### src/hw/rtl/lst_pkg.sv
// Shared types and constants for the line sensor tracker.
// No dependencies; every other file of the block imports this package.
`timescale 1ns / 1ps

package lst_pkg;

  // Field widths of one sensor frame and one result.
  localparam int LINE_W   = 16;
  localparam int COUNT_W  = 2;
  localparam int DIR_W    = 2;
  localparam int TRAVEL_W = 12;
  localparam int KIND_W   = 2;
  localparam int DIST_W   = 16;
  localparam int RUN_W    = 8;

  // Line positions carried per frame and lines that take part in the search.
  localparam int NUM_LANES = 3;
  localparam int MAX_LINES = 3;
  localparam int IDX_W     = $clog2(NUM_LANES);
  localparam int USE_W     = $clog2(MAX_LINES + 1);

  // Stream word widths, padded to whole bytes.
  localparam int IN_W  = 64;
  localparam int OUT_W = 40;

  // Configuration port.
  localparam int CFG_IDX_W = 2;
  localparam int CFG_W     = 16;

  localparam logic [CFG_IDX_W-1:0] REG_COUNT_FILTER = 2'd0;
  localparam logic [CFG_IDX_W-1:0] REG_ACCEL_WAIT   = 2'd1;
  localparam logic [CFG_IDX_W-1:0] REG_BRAKE_WAIT   = 2'd2;

  localparam logic [RUN_W-1:0]  COUNT_FILTER_RST = 8'd3;
  localparam logic [DIST_W-1:0] ACCEL_WAIT_RST   = 16'd1100;
  localparam logic [DIST_W-1:0] BRAKE_WAIT_RST   = 16'd3100;

  // Result of the nearest-line merge.
  typedef struct packed {
    logic             hit;
    logic [IDX_W-1:0] idx;
  } near_sel_t;

endpackage

### src/hw/rtl/line_sensor_tracker_unit.sv
// Top level of the line sensor tracker: frame stream in, tracking result out.
// Depends on lst_pkg, lst_lane, lst_merge and lst_out_buf.
`timescale 1ns / 1ps

// Usage
//   Each word on the s_ side is one line-sensor frame. For every accepted frame the
//   block emits exactly one result word on the m_ side, in order.
//   The three line positions go to three lanes that each compute the distance to the
//   previously tracked line; a merge stage picks the nearest. In the same cycle the
//   line count is debounced, a line is chosen by direction and the track-type phase
//   machine (slow, accel, fast, brake) advances on the debounced count and the
//   remaining travel distance.
// Throughput
//   A result is registered in the output buffer before it shows on m_tvalid.
//   One frame is taken per cycle while the buffer has room; the state update is
//   combinational; the next frame needs the tracked line and counters of this one.
// Stall
//   Results go into a two-entry output buffer, so the block keeps taking frames while
//   one result waits. With both entries full, s_tready drops until m_tready frees one.
// Reset
//   rst is synchronous and active high. It restores the configuration registers to
//   3, 1100 and 3100, clears the tracker state and empties the output buffer.
//   Write configuration via cfg_we/cfg_index/cfg_data only while idle (unenforced).

module line_sensor_tracker_unit (
  input  logic                          clk,
  input  logic                          rst,
  // Frame input. s_tdata, low bit up: line_count[2], first_line_mm[16],
  // second_line_mm[16], third_line_mm[16], direction[2], travel_mm[12].
  input  logic                          s_tvalid,
  output logic                          s_tready,
  input  logic [lst_pkg::IN_W-1:0]      s_tdata,
  // Result output. m_tdata, low bit up: filtered_count[2], nearest_line_mm[16],
  // chosen_line_mm[16], track_kind[2], zero padding[4].
  output logic                          m_tvalid,
  input  logic                          m_tready,
  output logic [lst_pkg::OUT_W-1:0]     m_tdata,
  // Configuration write port.
  input  logic                          cfg_we,
  input  logic [lst_pkg::CFG_IDX_W-1:0] cfg_index,
  input  logic [lst_pkg::CFG_W-1:0]     cfg_data
);
  import lst_pkg::*;

  localparam logic [1:0] PH_SLOW  = 2'd0;
  localparam logic [1:0] PH_ACCEL = 2'd1;
  localparam logic [1:0] PH_FAST  = 2'd2;
  localparam logic [1:0] PH_BRAKE = 2'd3;

  localparam logic [KIND_W-1:0] KIND_SINGLE = 2'd0;
  localparam logic [KIND_W-1:0] KIND_ACCEL  = 2'd1;
  localparam logic [KIND_W-1:0] KIND_BRAKE  = 2'd2;

  localparam logic [DIR_W-1:0] DIR_RIGHT = 2'd2;

  // Configuration registers.
  logic [RUN_W-1:0]  count_filter_length;
  logic [DIST_W-1:0] accel_wait_mm;
  logic [DIST_W-1:0] brake_wait_mm;

  // Tracker state.
  logic signed [LINE_W-1:0] last_nearest, last_nearest_next;
  logic signed [LINE_W-1:0] last_chosen, last_chosen_next;
  logic [COUNT_W-1:0]       previous_count, previous_count_next;
  logic [RUN_W-1:0]         same_count_run, same_count_run_next;
  logic [COUNT_W-1:0]       debounced_count, debounced_count_next;
  logic [1:0]               race_phase, race_phase_next;
  logic [DIST_W-1:0]        distance_left, distance_left_next;
  logic [KIND_W-1:0]        current_kind, current_kind_next;

  // Unpacked frame fields.
  logic [COUNT_W-1:0]       line_count;
  logic signed [LINE_W-1:0] lines [NUM_LANES];
  logic [DIR_W-1:0]         direction;
  logic [TRAVEL_W-1:0]      travel_mm;

  logic                     accept;
  logic                     space;
  logic [DIST_W-1:0]        lane_gap [NUM_LANES];
  logic [USE_W-1:0]         usable;
  near_sel_t                sel;
  logic [DIST_W-1:0]        dist_after_travel;
  logic [OUT_W-1:0]         result;

  assign line_count = s_tdata[1:0];
  assign lines[0]   = s_tdata[17:2];
  assign lines[1]   = s_tdata[33:18];
  assign lines[2]   = s_tdata[49:34];
  assign direction  = s_tdata[51:50];
  assign travel_mm  = s_tdata[63:52];

  assign s_tready = space;
  assign accept   = s_tvalid && s_tready;

  // One distance lane per line position.
  for (genvar g = 0; g < NUM_LANES; g++) begin : g_lane
    lst_lane u_lane (
      .line_mm (lines[g]),
      .ref_mm  (last_nearest),
      .gap     (lane_gap[g])
    );
  end

  // Only the first MAX_LINES lines of the frame take part in the search.
  assign usable = (int'(line_count) > MAX_LINES) ? USE_W'(MAX_LINES) : USE_W'(line_count);

  lst_merge u_merge (
    .gap    (lane_gap),
    .usable (usable),
    .sel    (sel)
  );

  // Travel distance counts down and stops at zero.
  assign dist_after_travel = (distance_left > DIST_W'(travel_mm))
                           ? distance_left - DIST_W'(travel_mm) : '0;

  always_comb begin
    previous_count_next  = previous_count;
    same_count_run_next  = same_count_run;
    debounced_count_next = debounced_count;
    last_nearest_next    = last_nearest;
    last_chosen_next     = last_chosen;
    race_phase_next      = race_phase;
    current_kind_next    = current_kind;
    distance_left_next   = dist_after_travel;

    // Debounce: a count is adopted only once it has repeated often enough.
    if (line_count == previous_count) begin
      if (same_count_run != {RUN_W{1'b1}}) begin
        same_count_run_next = same_count_run + 1'b1;
      end
      if (same_count_run_next >= count_filter_length) begin
        debounced_count_next = line_count;
      end
    end else begin
      previous_count_next = line_count;
      same_count_run_next = RUN_W'(1);
    end

    if (sel.hit) begin
      last_nearest_next = lines[sel.idx];
    end

    // Choice by direction; no lines, too many lines or an unknown direction keep
    // the previous choice.
    if ((line_count != '0) && (int'(line_count) <= MAX_LINES) && (direction <= DIR_RIGHT))
    begin
      if (line_count == COUNT_W'(1)) begin
        last_chosen_next = lines[0];
      end else if (line_count == COUNT_W'(2)) begin
        last_chosen_next = (direction == DIR_RIGHT) ? lines[1] : lines[0];
      end else begin
        last_chosen_next = lines[direction];
      end
    end

    // Track-type machine, driven by the debounced count of this frame.
    unique case (race_phase)
      PH_SLOW: begin
        if (debounced_count_next == COUNT_W'(3)) begin
          distance_left_next = accel_wait_mm;
          race_phase_next    = PH_ACCEL;
          current_kind_next  = KIND_ACCEL;
        end
      end
      PH_ACCEL: begin
        if ((debounced_count_next == COUNT_W'(1)) && (dist_after_travel == '0)) begin
          race_phase_next   = PH_FAST;
          current_kind_next = KIND_SINGLE;
        end
      end
      PH_FAST: begin
        if (debounced_count_next == COUNT_W'(3)) begin
          distance_left_next = brake_wait_mm;
          race_phase_next    = PH_BRAKE;
          current_kind_next  = KIND_BRAKE;
        end
      end
      PH_BRAKE: begin
        if ((debounced_count_next == COUNT_W'(1)) && (dist_after_travel == '0)) begin
          race_phase_next   = PH_SLOW;
          current_kind_next = KIND_SINGLE;
        end
      end
      default: begin
        race_phase_next = PH_SLOW;
      end
    endcase
  end

  always_ff @(posedge clk) begin
    if (rst) begin
      count_filter_length <= COUNT_FILTER_RST;
      accel_wait_mm       <= ACCEL_WAIT_RST;
      brake_wait_mm       <= BRAKE_WAIT_RST;
    end else if (cfg_we) begin
      unique case (cfg_index)
        REG_COUNT_FILTER: count_filter_length <= cfg_data[RUN_W-1:0];
        REG_ACCEL_WAIT:   accel_wait_mm       <= cfg_data[DIST_W-1:0];
        REG_BRAKE_WAIT:   brake_wait_mm       <= cfg_data[DIST_W-1:0];
        default: ;
      endcase
    end
  end

  always_ff @(posedge clk) begin
    if (rst) begin
      last_nearest    <= '0;
      last_chosen     <= '0;
      previous_count  <= '0;
      same_count_run  <= '0;
      debounced_count <= '0;
      race_phase      <= PH_SLOW;
      distance_left   <= '0;
      current_kind    <= KIND_SINGLE;
    end else if (accept) begin
      last_nearest    <= last_nearest_next;
      last_chosen     <= last_chosen_next;
      previous_count  <= previous_count_next;
      same_count_run  <= same_count_run_next;
      debounced_count <= debounced_count_next;
      race_phase      <= race_phase_next;
      distance_left   <= distance_left_next;
      current_kind    <= current_kind_next;
    end
  end

  assign result = {4'b0000, current_kind_next, last_chosen_next, last_nearest_next,
                   debounced_count_next};

  lst_out_buf u_out_buf (
    .clk       (clk),
    .rst       (rst),
    .push      (accept),
    .push_data (result),
    .space     (space),
    .m_tvalid  (m_tvalid),
    .m_tready  (m_tready),
    .m_tdata   (m_tdata)
  );

  // Every accepted frame leaves a result word waiting on the next cycle.
  a_result_follows: assert property (@(posedge clk) disable iff (rst)
    accept |=> m_tvalid)
    else $error("accepted frame produced no result word");

  // The track kind always matches the phase of the machine.
  a_kind_phase: assert property (@(posedge clk) disable iff (rst)
    ((race_phase != PH_ACCEL) || (current_kind == KIND_ACCEL)) &&
    ((race_phase != PH_BRAKE) || (current_kind == KIND_BRAKE)) &&
    (((race_phase != PH_SLOW) && (race_phase != PH_FAST)) ||
      (current_kind == KIND_SINGLE)))
    else $error("track kind does not match phase");

  // After any frame the repeat counter is at least one.
  a_run_nonzero: assert property (@(posedge clk) disable iff (rst)
    accept |=> (same_count_run != '0))
    else $error("repeat counter zero after a frame");

  // Input stalls only while a result is waiting.
  a_stall_cause: assert property (@(posedge clk) disable iff (rst)
    !s_tready |-> m_tvalid)
    else $error("input stalled with no pending result");

endmodule

### src/hw/rtl/lst_lane.sv
// One lane of the nearest-line search: distance of one line to the tracked line.
// Depends on lst_pkg.
`timescale 1ns / 1ps

module lst_lane (
  input  logic signed [lst_pkg::LINE_W-1:0] line_mm,
  input  logic signed [lst_pkg::LINE_W-1:0] ref_mm,
  output logic        [lst_pkg::DIST_W-1:0] gap
);
  import lst_pkg::*;

  logic signed [LINE_W:0] diff;
  logic        [LINE_W:0] mag;

  // The difference is taken one bit wider so that it cannot wrap.
  assign diff = {line_mm[LINE_W-1], line_mm} - {ref_mm[LINE_W-1], ref_mm};
  assign mag  = diff[LINE_W] ? (~diff + 1'b1) : diff;
  assign gap  = mag[DIST_W-1:0];

endmodule

### src/hw/rtl/lst_merge.sv
// Merge stage: picks the lane with the smallest distance among the usable lanes.
// Depends on lst_pkg.
`timescale 1ns / 1ps

module lst_merge (
  input  logic [lst_pkg::DIST_W-1:0] gap [lst_pkg::NUM_LANES],
  input  logic [lst_pkg::USE_W-1:0]  usable,
  output lst_pkg::near_sel_t         sel
);
  import lst_pkg::*;

  always_comb begin
    logic [DIST_W-1:0] best;
    best    = gap[0];
    sel.idx = '0;
    sel.hit = (usable != '0);
    // Strict compare, so on a tie the lower lane keeps the win.
    for (int i = 1; i < NUM_LANES; i++) begin
      if ((int'(usable) > i) && (gap[i] < best)) begin
        best    = gap[i];
        sel.idx = IDX_W'(i);
      end
    end
  end

endmodule

### src/hw/rtl/lst_out_buf.sv
// Two-entry output buffer: a result register plus a skid register.
// Depends on lst_pkg.
`timescale 1ns / 1ps

module lst_out_buf (
  input  logic                      clk,
  input  logic                      rst,
  input  logic                      push,
  input  logic [lst_pkg::OUT_W-1:0] push_data,
  output logic                      space,
  output logic                      m_tvalid,
  input  logic                      m_tready,
  output logic [lst_pkg::OUT_W-1:0] m_tdata
);
  import lst_pkg::*;

  logic             valid0;
  logic             valid1;
  logic [OUT_W-1:0] data0;
  logic [OUT_W-1:0] data1;
  logic             pop;

  assign pop      = valid0 && m_tready;
  assign space    = !valid1;
  assign m_tvalid = valid0;
  assign m_tdata  = data0;

  always_ff @(posedge clk) begin
    if (rst) begin
      valid0 <= 1'b0;
      valid1 <= 1'b0;
    end else if (pop) begin
      if (valid1) begin
        data0  <= data1;
        valid1 <= push;
        data1  <= push_data;
      end else begin
        valid0 <= push;
        data0  <= push_data;
      end
    end else if (push) begin
      if (!valid0) begin
        valid0 <= 1'b1;
        data0  <= push_data;
      end else begin
        valid1 <= 1'b1;
        data1  <= push_data;
      end
    end
  end

  // A full buffer never takes a word without handing one out.
  a_no_overflow: assert property (@(posedge clk) disable iff (rst)
    (valid1 && !pop) |-> !push)
    else $error("output buffer overflow");

  // The skid entry is only ever used behind a valid head entry.
  a_skid_order: assert property (@(posedge clk) disable iff (rst)
    valid1 |-> valid0)
    else $error("skid entry valid without head entry");

  // A waiting head word is not dropped.
  a_head_held: assert property (@(posedge clk) disable iff (rst)
    (valid0 && !m_tready) |=> valid0)
    else $error("head word lost while stalled");

endmodule
### config.mk
export PLATFORM = sky130hd
export DESIGN_NAME = line_sensor_tracker_unit
export DESIGN_NICKNAME = d
export VERILOG_FILES = /design/src/hw/rtl/lst_pkg.sv /design/src/hw/rtl/line_sensor_tracker_unit.sv /design/src/hw/rtl/lst_lane.sv /design/src/hw/rtl/lst_merge.sv /design/src/hw/rtl/lst_out_buf.sv
export SDC_FILE = /design/constraint.sdc
export NUM_CORES = 1
export LEC_CHECK = 0
export BUFFER_PORTS_ARGS = -buffer_cell sky130_fd_sc_hd__buf_2
export CAP_MARGIN = 10
export CORE_MARGIN = 10
export CORE_UTILIZATION = 54
export CTS_BUF_LIST = sky130_fd_sc_hd__clkbuf_2 sky130_fd_sc_hd__clkbuf_4 sky130_fd_sc_hd__clkbuf_8
export DETAILED_ROUTE_END_ITERATION = 8
export GPL_TIMING_DRIVEN = 0
export PLACE_DENSITY = 0.74
export SYNTH_ARGS = -nofsm -noshare
export SYNTH_HDL_FRONTEND = slang
export SYNTH_SLANG_ARGS = --single-unit
### constraint.sdc
create_clock -name clk -period 14.6 [get_ports clk]
set_input_delay 1.46 -clock clk [delete_from_list [all_inputs] [get_ports clk]]
set_output_delay 1.46 -clock clk [all_outputs]
set_load 0.01 [all_outputs]
==> results of run 1 <==
## flip-flops by register name, indices dropped and copies added (netlist names)
register / count
same_count_run: 8
race_phase: 2
accel_wait_mm: 16
count_filter_length: 8
debounced_count: 2
last_chosen: 16
u_out_buf.m_tvalid: 1
distance_left: 16
u_out_buf.data1: 36
u_out_buf.valid1: 1
previous_count: 2
u_out_buf.m_tdata: 36
last_nearest: 16
current_kind: 2
brake_wait_mm: 16
## worst reg2reg max path: cells and delay by family, from the launching register on
kind / cells / cell delay, ns
buf+inv: 5 / 1.22
fa+ha+maj: 4 / 1.20
compound gates: 16 / 4.56
simple gates: 2 / 0.61
xor+xnor: 1 / 0.24
flops: 1 / 0.40
mux: 2 / 0.60
## synthesized netlist by cell type (21+ instances only)
master    count
nand2_1     182
nor2_1      179
a21oi_1     138
dfxtp_1     106
ha_1        106
edfxtp_1     72
inv_1        72
clkbuf_1     63
o21ai_0      61
xnor2_1      60
mux2i_1      49
a31oi_1      46
a211oi_1     32
xor2_1       30
o21a_1       28
a22oi_1      27
nor3_1       27
a21o_1       25
a221oi_1     21
## path summary, 6_finish.rpt
check,from,slack (ns),end,cells past startpoint
worst min register to register,brake_wait_mm[14],0.46,brake_wait_mm[14],2
worst max-delay path,s_tdata[18],4.75,u_out_buf.m_tdata[10],32
worst max register to register,last_nearest[0],5.52,u_out_buf.m_tdata[10],30
worst min-delay path,brake_wait_mm[14],0.46,brake_wait_mm[14],2
## power groups by stage
stage	clock network, mW	registers [mW]	logic [mW]
floorplan	0	0.636	1.21
global placement	0	0.633	1.55
detailed placement	0	0.634	1.59
CTS	0.360	0.623	1.60
global route	0.378	0.628	1.79
finish	0.358	0.623	1.63
## kinds of logic (layout without fill, tap and decap cells)
logic type / after synthesis / in the layout
multiplexers: 69 / 69
adder cells (fa/ha/maj): 110 / 110
flip-flops: 178 / 178
XOR/XNOR: 90 / 90
buffers and inverters: 152 / 307
other: 1 / 5
AND/OR/NAND/NOR: 507 / 507
AO/OA/AOI/OAI: 467 / 467
## layer usage
layer | part of all wire | vias to the layer above | GRT usage
met5 | 0 | - | 0
met4 | 0.026 | 0 | 0.0774
met3 | 0.088 | 69 | 0.0472
met2 | 0.44 | 567 | 0.396
met1 | 0.44 | 5804 | 0.347
li1 | - | 6017 | -
## final cells by class
cell class	count	area, sq um	share of cell area
flip-flops and latches	178	4280	0.294
multi-input cells	1247	8250	0.566
clock inverters	14	166	0.0114
plain buffers	80	340	0.0233
well taps	319	399	0.0274
inverters	72	270	0.0185
repair buffers	123	631	0.0432
clock buffers	18	241	0.0166
diodes	1	2.50	0.000172
==> summary.md, run 1 <==
| Metric | Value |
|---|---|
| Pre-antenna DRT Iters | `6` |
| CP top delay family | `compound AO/OA/AOI/OAI gates` |
| Post-synthesis xor/xnor area fraction | `0.0601` |
| Number of flops mapped to enable cells by yosys | `72` |
| Slowest cell delay on critical path | `around 0.75 ns` |
| Startpoint types | `input pin` |
| First-pass GRT wire length | `63,000 microns` |
| Reg power frac | `0.238` |
| Buffers on Ports | `122` |
| Final setup viols | `0` |
| Clock root buffer | `clkbuf_8` |
| Initial cell density of the core | `0.554` |
| Pwr/cell area | `179 nW/um^2` |
| Register area share after synthesis | `0.326` |
| Vias in the first global route | `11,800` |
| CORE AREA | `between 20,000 and 25,000 sq um` |
| Worst EP arrival | `~10 ns` |
| Fin crit period | `around 9.8 ns` |
| Maximum Capacitance Violations | `0` |
| Max Root-Sink Buffers | `2` |
| Post-synthesis compound-gate area fraction | `0.232` |
| Vias per Instance | `slightly above 6` |
| Internal power | `1.44 mW` |
| # IOs | `129` |
| Ys async rst share | `0` |
| Clk_skew | `0.0202 ns` |
| Worst slew pin tran | `0.954 ns` |
| Row count | `56` |
| CP Max Fanout | `10` |
| Design Area, Final | `14,600 sq um` |
| Initial DRC count | `roughly 1,400` |
| Final #Nets | `1,916` |
| Top cell type's share of synthesized area | `0.165` |
| Post CTS Setup Buffer Count | `0` |
| CTS tree | `built` |
| Final WS setup | `4.75 ns` |
| CP max stage cell | `a31oi_1` |
| CTS sink cnt | `178` |
| Mapped Cells | `~1,600` |
| Logic pwr share | `0.624` |
| Mapped Area | `roughly 13,000 sq um` |
| Total grt overflow | `0` |
| Most frequent cells in the layout | `nand2_1, nor2_1, a21oi_1, buf_2` |
| Top cells by area, synth | `edfxtp_1, dfxtp_1, ha_1` |
| Pin count of the biggest net entering global routing | `37` |
| Core Util, Final | `0.616` |
| Mux contribution to synthesized area | `0.0545` |
| Placed inst area | `between 10,000 and 15,000 sq um` |
| Final hold violations | `0` |
| Hold slack | `0.463 ns` |
| Leak | `6.07 nW` |
| Drt drc | `0` |
| Yosys reg bits | `178` |
| Total wire length | `40,800 microns` |
| NetSw | `1.17 mW` |
| Crit end category | `register` |
| Distinct cells, synth | `79` |
| Synth Warn # | `0` |
| Clock-pin slew on the worst setup and hold paths | `0.10 ns` |
| Post-synth top area cell | `edfxtp_1` |
| Share of cells above drive strength 1 | `0.118` |
| Relative slew slack | `0.359` |
| Clock power share | `0.137` |
| Total track usage | `0.253` |
| Wire length per cell | `19.9 microns` |
| Die width | `~180 microns` |
| Sw Share | `0.448` |
| Avg Cell Area, Syn | `8.34 sq um` |
| Max VDD drop | `between 0.1 and 0.15 mV` |
| Worst skew pair latency | `around 0.49 ns` |
| Post-Synth Adder-Cell Area | `0.107` |
| Filler instances | `~2,200` |
| Req. time, crit path | `14.81 ns` |
| Antenna viol nets, final | `0` |
| CP Class | `in -> reg` |
| Area delta synth->final | `11.1%` |
| Worst path most repeated cell | `a21o_1` |
| Initial antenna violation count | `1` |
| Die footprint | `between 30,000 and 40,000 sq um` |
| Period utilization | `0.675` |
| Post-cts sizing count | `0` |
| Setup TNS | `0 ns` |
| Max Freq | `approximately 100 MHz` |
| Commonest non-fill, non-tap cell in the layout | `nand2_1` |
| GP Congestion | `~1` |
| H-tree depth | `4` |
| Pre-CTS setup slack | `4.56 ns` |
| Total power | `2.61 mW` |
| Final std cells w/o fill | `2,052` |
| Commonest register cell after synthesis | `dfxtp_1` |
| Outcome | `complete, no violations` |
| Largest family of logic cells by synthesized area | `compound AO/OA/AOI/OAI gates` |
| Vias post-DR | `12,500` |
| Post-synthesis simple-gate area fraction | `0.173` |
| Final HPWL DP | `32,400 microns` |
| Cts bufs inserted | `17` |
| RSZ-0062 raised after global routing | `false` |
| Die height | `176 microns` |
| Post-Place Cells | `2,019` |
| Slew Limit Fails | `0` |
| Hold/Removal Path Class | `reg -> reg` |
| Worst Path Buf+Inv | `7` |
| Hold_buf cts | `0` |
No activity file was read; power rests on OpenSTA's default activity.
==> inputs of run 2 (changes only) <==
--- a/config.mk
+++ b/config.mk
@@ -5,6 +5,7 @@
 export SDC_FILE = /design/constraint.sdc
 export NUM_CORES = 1
 export LEC_CHECK = 0
+export ABC_AREA = 1
 export BUFFER_PORTS_ARGS = -buffer_cell sky130_fd_sc_hd__buf_2
 export CAP_MARGIN = 10
 export CORE_MARGIN = 10
@@ -12,7 +13,7 @@
 export CTS_BUF_LIST = sky130_fd_sc_hd__clkbuf_2 sky130_fd_sc_hd__clkbuf_4 sky130_fd_sc_hd__clkbuf_8
 export DETAILED_ROUTE_END_ITERATION = 8
 export GPL_TIMING_DRIVEN = 0
-export PLACE_DENSITY = 0.74
+export PLACE_DENSITY = 0.76
 export SYNTH_ARGS = -nofsm -noshare
 export SYNTH_HDL_FRONTEND = slang
 export SYNTH_SLANG_ARGS = --single-unit
==> constraint.sdc (replaced) <==
create_clock -name clk -period 8.1 [get_ports clk]
set_input_delay 0.81 -clock clk [delete_from_list [all_inputs] [get_ports clk]]
set_output_delay 0.81 -clock clk [all_outputs]
set_load 0.01 [all_outputs]
==> summary.md, run 2 <==
| Metric | Value |
|---|---|
| Most common library cells after synthesis | `nand2_1, inv_1, o21ai_0 (was nand2_1, nor2_1, a21oi_1)` |
| Worst EP arrival | `7.74 ns (was 10.06 ns)` |
| Req. time, crit path | `8.33 ns (was 14.81 ns)` |
| Top cell type's share of synthesized area | `0.155 (was 0.165)` |
| Die width | `181 microns (was 176 microns)` |
| CTS tree | `built (unchanged)` |
| Outcome | `complete, no violations (unchanged)` |
| Register area share after synthesis | `0.308 (was 0.326)` |
| Mux contribution to synthesized area | `0.00153 (was 0.0545)` |
| Post-synthesis xor/xnor area fraction | `0.0559 (was 0.0601)` |
| Largest family of logic cells by synthesized area | `simple AND/OR/NAND/NOR gates (was compound AO/OA/AOI/OAI gates)` |
| Die height | `181 microns (was 176 microns)` |
| # IOs | `129 (unchanged)` |
| Maximum Capacitance Violations | `0 (unchanged)` |
| Hold_buf cts | `0 (unchanged)` |
| Die footprint | `32,600 sq um (was 30,900 sq um)` |
| Relative slew slack | `0.507 (was 0.359)` |
| Area occupied by multi-input gates | `8350 sq um (was 8250 sq um)` |
| H-tree depth | `4 (unchanged)` |
| Hold/Removal Path Class | `reg -> reg (unchanged)` |
| Internal power | `2.21 mW (was 1.44 mW)` |
| Number of flops mapped to enable cells by yosys | `72 (unchanged)` |
| Wire length per cell | `18.1 microns (was 19.9 microns)` |
| Clock power share | `0.138 (was 0.137)` |
| Slowest cell delay on critical path | `0.46 ns (was 0.75 ns)` |
| Post-synthesis simple-gate area fraction | `0.265 (was 0.173)` |
| CTS sink cnt | `178 (unchanged)` |
| Mapped Area | `13,900 sq um (was 13,100 sq um)` |
| Post-synthesis compound-gate area fraction | `0.174 (was 0.232)` |
| Area delta synth->final | `10.6% (was 11.1%)` |
| Crit end category | `register (unchanged)` |
| NetSw | `2.15 mW (was 1.17 mW)` |
| Slew Limit Fails | `0 (unchanged)` |
| Initial antenna violation count | `5 (was 1)` |
| Period utilization | `0.926` |
| Final HPWL DP | `35,900 microns (was 32,400 microns)` |
| Total grt overflow | `0 (unchanged)` |
| Worst path most repeated cell | `nand2_1 (was a21o_1)` |
| CP Class | `in -> reg (unchanged)` |
| Final #Nets | `2,327 (was 1,916)` |
| First-pass GRT wire length | `69,700 microns (was 63,000 microns)` |
| Initial cell density of the core | `0.552 (was 0.554)` |
| Avg Cell Area, Syn | `7.03 sq um (was 8.34 sq um)` |
| Most common cell in the netlist | `nand2_1 (unchanged)` |
| Most frequent cells in the layout | `nand2_1, inv_1, o21ai_0, nor2_1, nand3_1 (was nand2_1, nor2_1, a21oi_1, buf_2)` |
| CORE AREA | `25,300 sq um (was 23,700 sq um)` |
| Worst skew pair latency | `0.48 ns (was 0.49 ns)` |
| Top cells by area, synth | `edfxtp_1, dfxtp_1, nand2_1 (was edfxtp_1, dfxtp_1, ha_1)` |
| Drt drc | `0 (unchanged)` |
| Vias per Instance | `5.67 (was 6.07)` |
| Startpoint types | `input pin (unchanged)` |
| Clk_skew | `0.0108 ns (was 0.0202 ns)` |
| Pwr/cell area | `283 nW/um^2 (was 179 nW/um^2)` |
| Max Root-Sink Buffers | `2 (unchanged)` |
| Total wire length | `44,700 microns (was 40,800 microns)` |
| Final setup viols | `0 (unchanged)` |
| Buffers on Ports | `122 (unchanged)` |
| Leak | `7.44 nW (was 6.07 nW)` |
| Max VDD drop | `0.179 mV (was 0.103 mV)` |
| Sw Share | `0.493 (was 0.448)` |
| Reg power frac | `0.252 (was 0.238)` |
| Post-synth top area cell | `edfxtp_1 (unchanged)` |
| Register area | `4280 sq um (unchanged)` |
| Synth Warn # | `0 (unchanged)` |
| Commonest non-fill, non-tap cell in the layout | `nand2_1 (unchanged)` |
| Design Area, Final | `15,400 sq um (was 14,600 sq um)` |
| Distinct cells, synth | `62 (was 79)` |
| Ys async rst share | `0 (unchanged)` |
| CP Max Fanout | `10 (unchanged)` |
| Yosys reg bits | `178 (unchanged)` |
| Vias post-DR | `14,000 (was 12,500)` |
| Filler instances | `2,378 (was 2,158)` |
| Post-Synth Adder-Cell Area | `0.101 (was 0.107)` |
| Pre-antenna DRT Iters | `7 (was 6)` |
| Clock-pin slew on the worst setup and hold paths | `0.10 ns (about the same)` |
| Logic pwr share | `0.611 (was 0.624)` |
| CP max stage cell | `nor4_1 (was a31oi_1)` |
| Row count | `58 (was 56)` |
| Max Freq | `about 130 MHz` |
| Pin count of the biggest net entering global routing | `33 (was 37)` |
| Commonest register cell after synthesis | `dfxtp_1 (unchanged)` |
| Share of cells above drive strength 1 | `0.116 (was 0.118)` |
| Hold slack | `0.469 ns (was 0.463 ns)` |
| Cts bufs inserted | `17 (unchanged)` |
| Worst slew pin tran | `0.739 ns (was 0.954 ns)` |
| Vias in the first global route | `13,000 (was 11,800)` |
| Antenna viol nets, final | `0 (unchanged)` |
| Initial DRC count | `1,305 (was 1,350)` |
| Fin crit period | `roughly 7.5 ns` |
| Total track usage | `0.263 (was 0.253)` |
| Placed inst area | `15,000 sq um (was 14,200 sq um)` |
| RSZ-0062 raised after global routing | `false (unchanged)` |
| Final hold violations | `0 (unchanged)` |
| Clock root buffer | `clkbuf_8 (unchanged)` |
| Mapped Cells | `1,983 (was 1,574)` |
| GP Congestion | `1.02 (was 0.994)` |
[run 2: cell type report]
class | count | share of cell area
clock buffers | 17 | 0.0152
multi-input cells | 1468 | 0.542
clock inverters | 15 | 0.00885
diodes | 2 | 0.000325
well taps | 330 | 0.0268
plain buffers | 74 | 0.0214
flip-flops and latches | 178 | 0.278
repair buffers | 125 | 0.0427
inverters | 266 | 0.0650
[run 2: power groups by stage]
stage	sequential, mW	clock [mW]	combinational (mW)
3_5_place_dp	1.12	0	2.61
6_report	1.10	0.600	2.66
3_3_place_gp	1.12	0	2.55
4_1_cts	1.10	0.601	2.62
2_1_floorplan	1.12	0	1.93
5_1_grt	1.11	0.640	2.98
[run 2: stage by stage]
stage,setup slack [ns],power (mW),utilization,setup TNS [ns],instances
after CTS,0.146,4.32,0.610,0,2472
after global placement,-0.295,3.66,0.593,-4.39,2438
after global routing,0.0651,4.73,0.610,0,2473
after detailed placement,-0.341,3.73,0.595,-5.69,2440
after floorplan,1.73,3.05,-,0,1986
final,0.599,4.36,0.610,0,2475
[run 2: per-layer routing]
metal | global-route usage | wire (microns) | vias to the layer above
li1 | - | - | 6901
met1 | 0.336 | 18900 | 6455
met2 | 0.433 | 20900 | 571
met3 | 0.0462 | 3260 | 100
met4 | 0.0965 | 1600 | 4
met5 | 0 | 24 | -
[run 2: final timing paths]
path | from | to | slack (ns) | depth (start not counted)
hold reg to reg | count_filter_length[3] | count_filter_length[3] | 0.47 | 2
setup reg to reg | last_nearest[1] | u_out_buf.m_tdata[10] | 0.67 | 36
setup / recovery | s_tdata[2] | u_out_buf.m_tdata[10] | 0.60 | 36
hold / removal | count_filter_length[3] | count_filter_length[3] | 0.47 | 2
[run 2: kinds of logic after synthesis]
group / Yosys count
buf+inv: 340
other cells: 1
compound gates: 420
simple gates: 844
fa+ha+maj: 110
mux: 2
xor+xnor: 88
flops: 178
[run 2: timing repair]
| item | in CTS | in global routing |
|---|---|---|
| endpoints found under the hold margin | 0 | 0 |
| resized for setup | 0 | 4 |
| setup buffers | 0 | 0 |
| setup endpoints to repair | 0 | 10 |
[run 2: worst max-delay path: cells and delay by family]
| kind | cells | cell delay [ns] |
|---|---|---|
| and+or+nand+nor | 15 | 2.27 |
| buffers and inverters | 10 | 1.92 |
| adders and majority gates | 4 | 1.22 |
| AOI/OAI and AO/OA | 5 | 1.03 |
| xor gates and xnor gates | 2 | 0.45 |
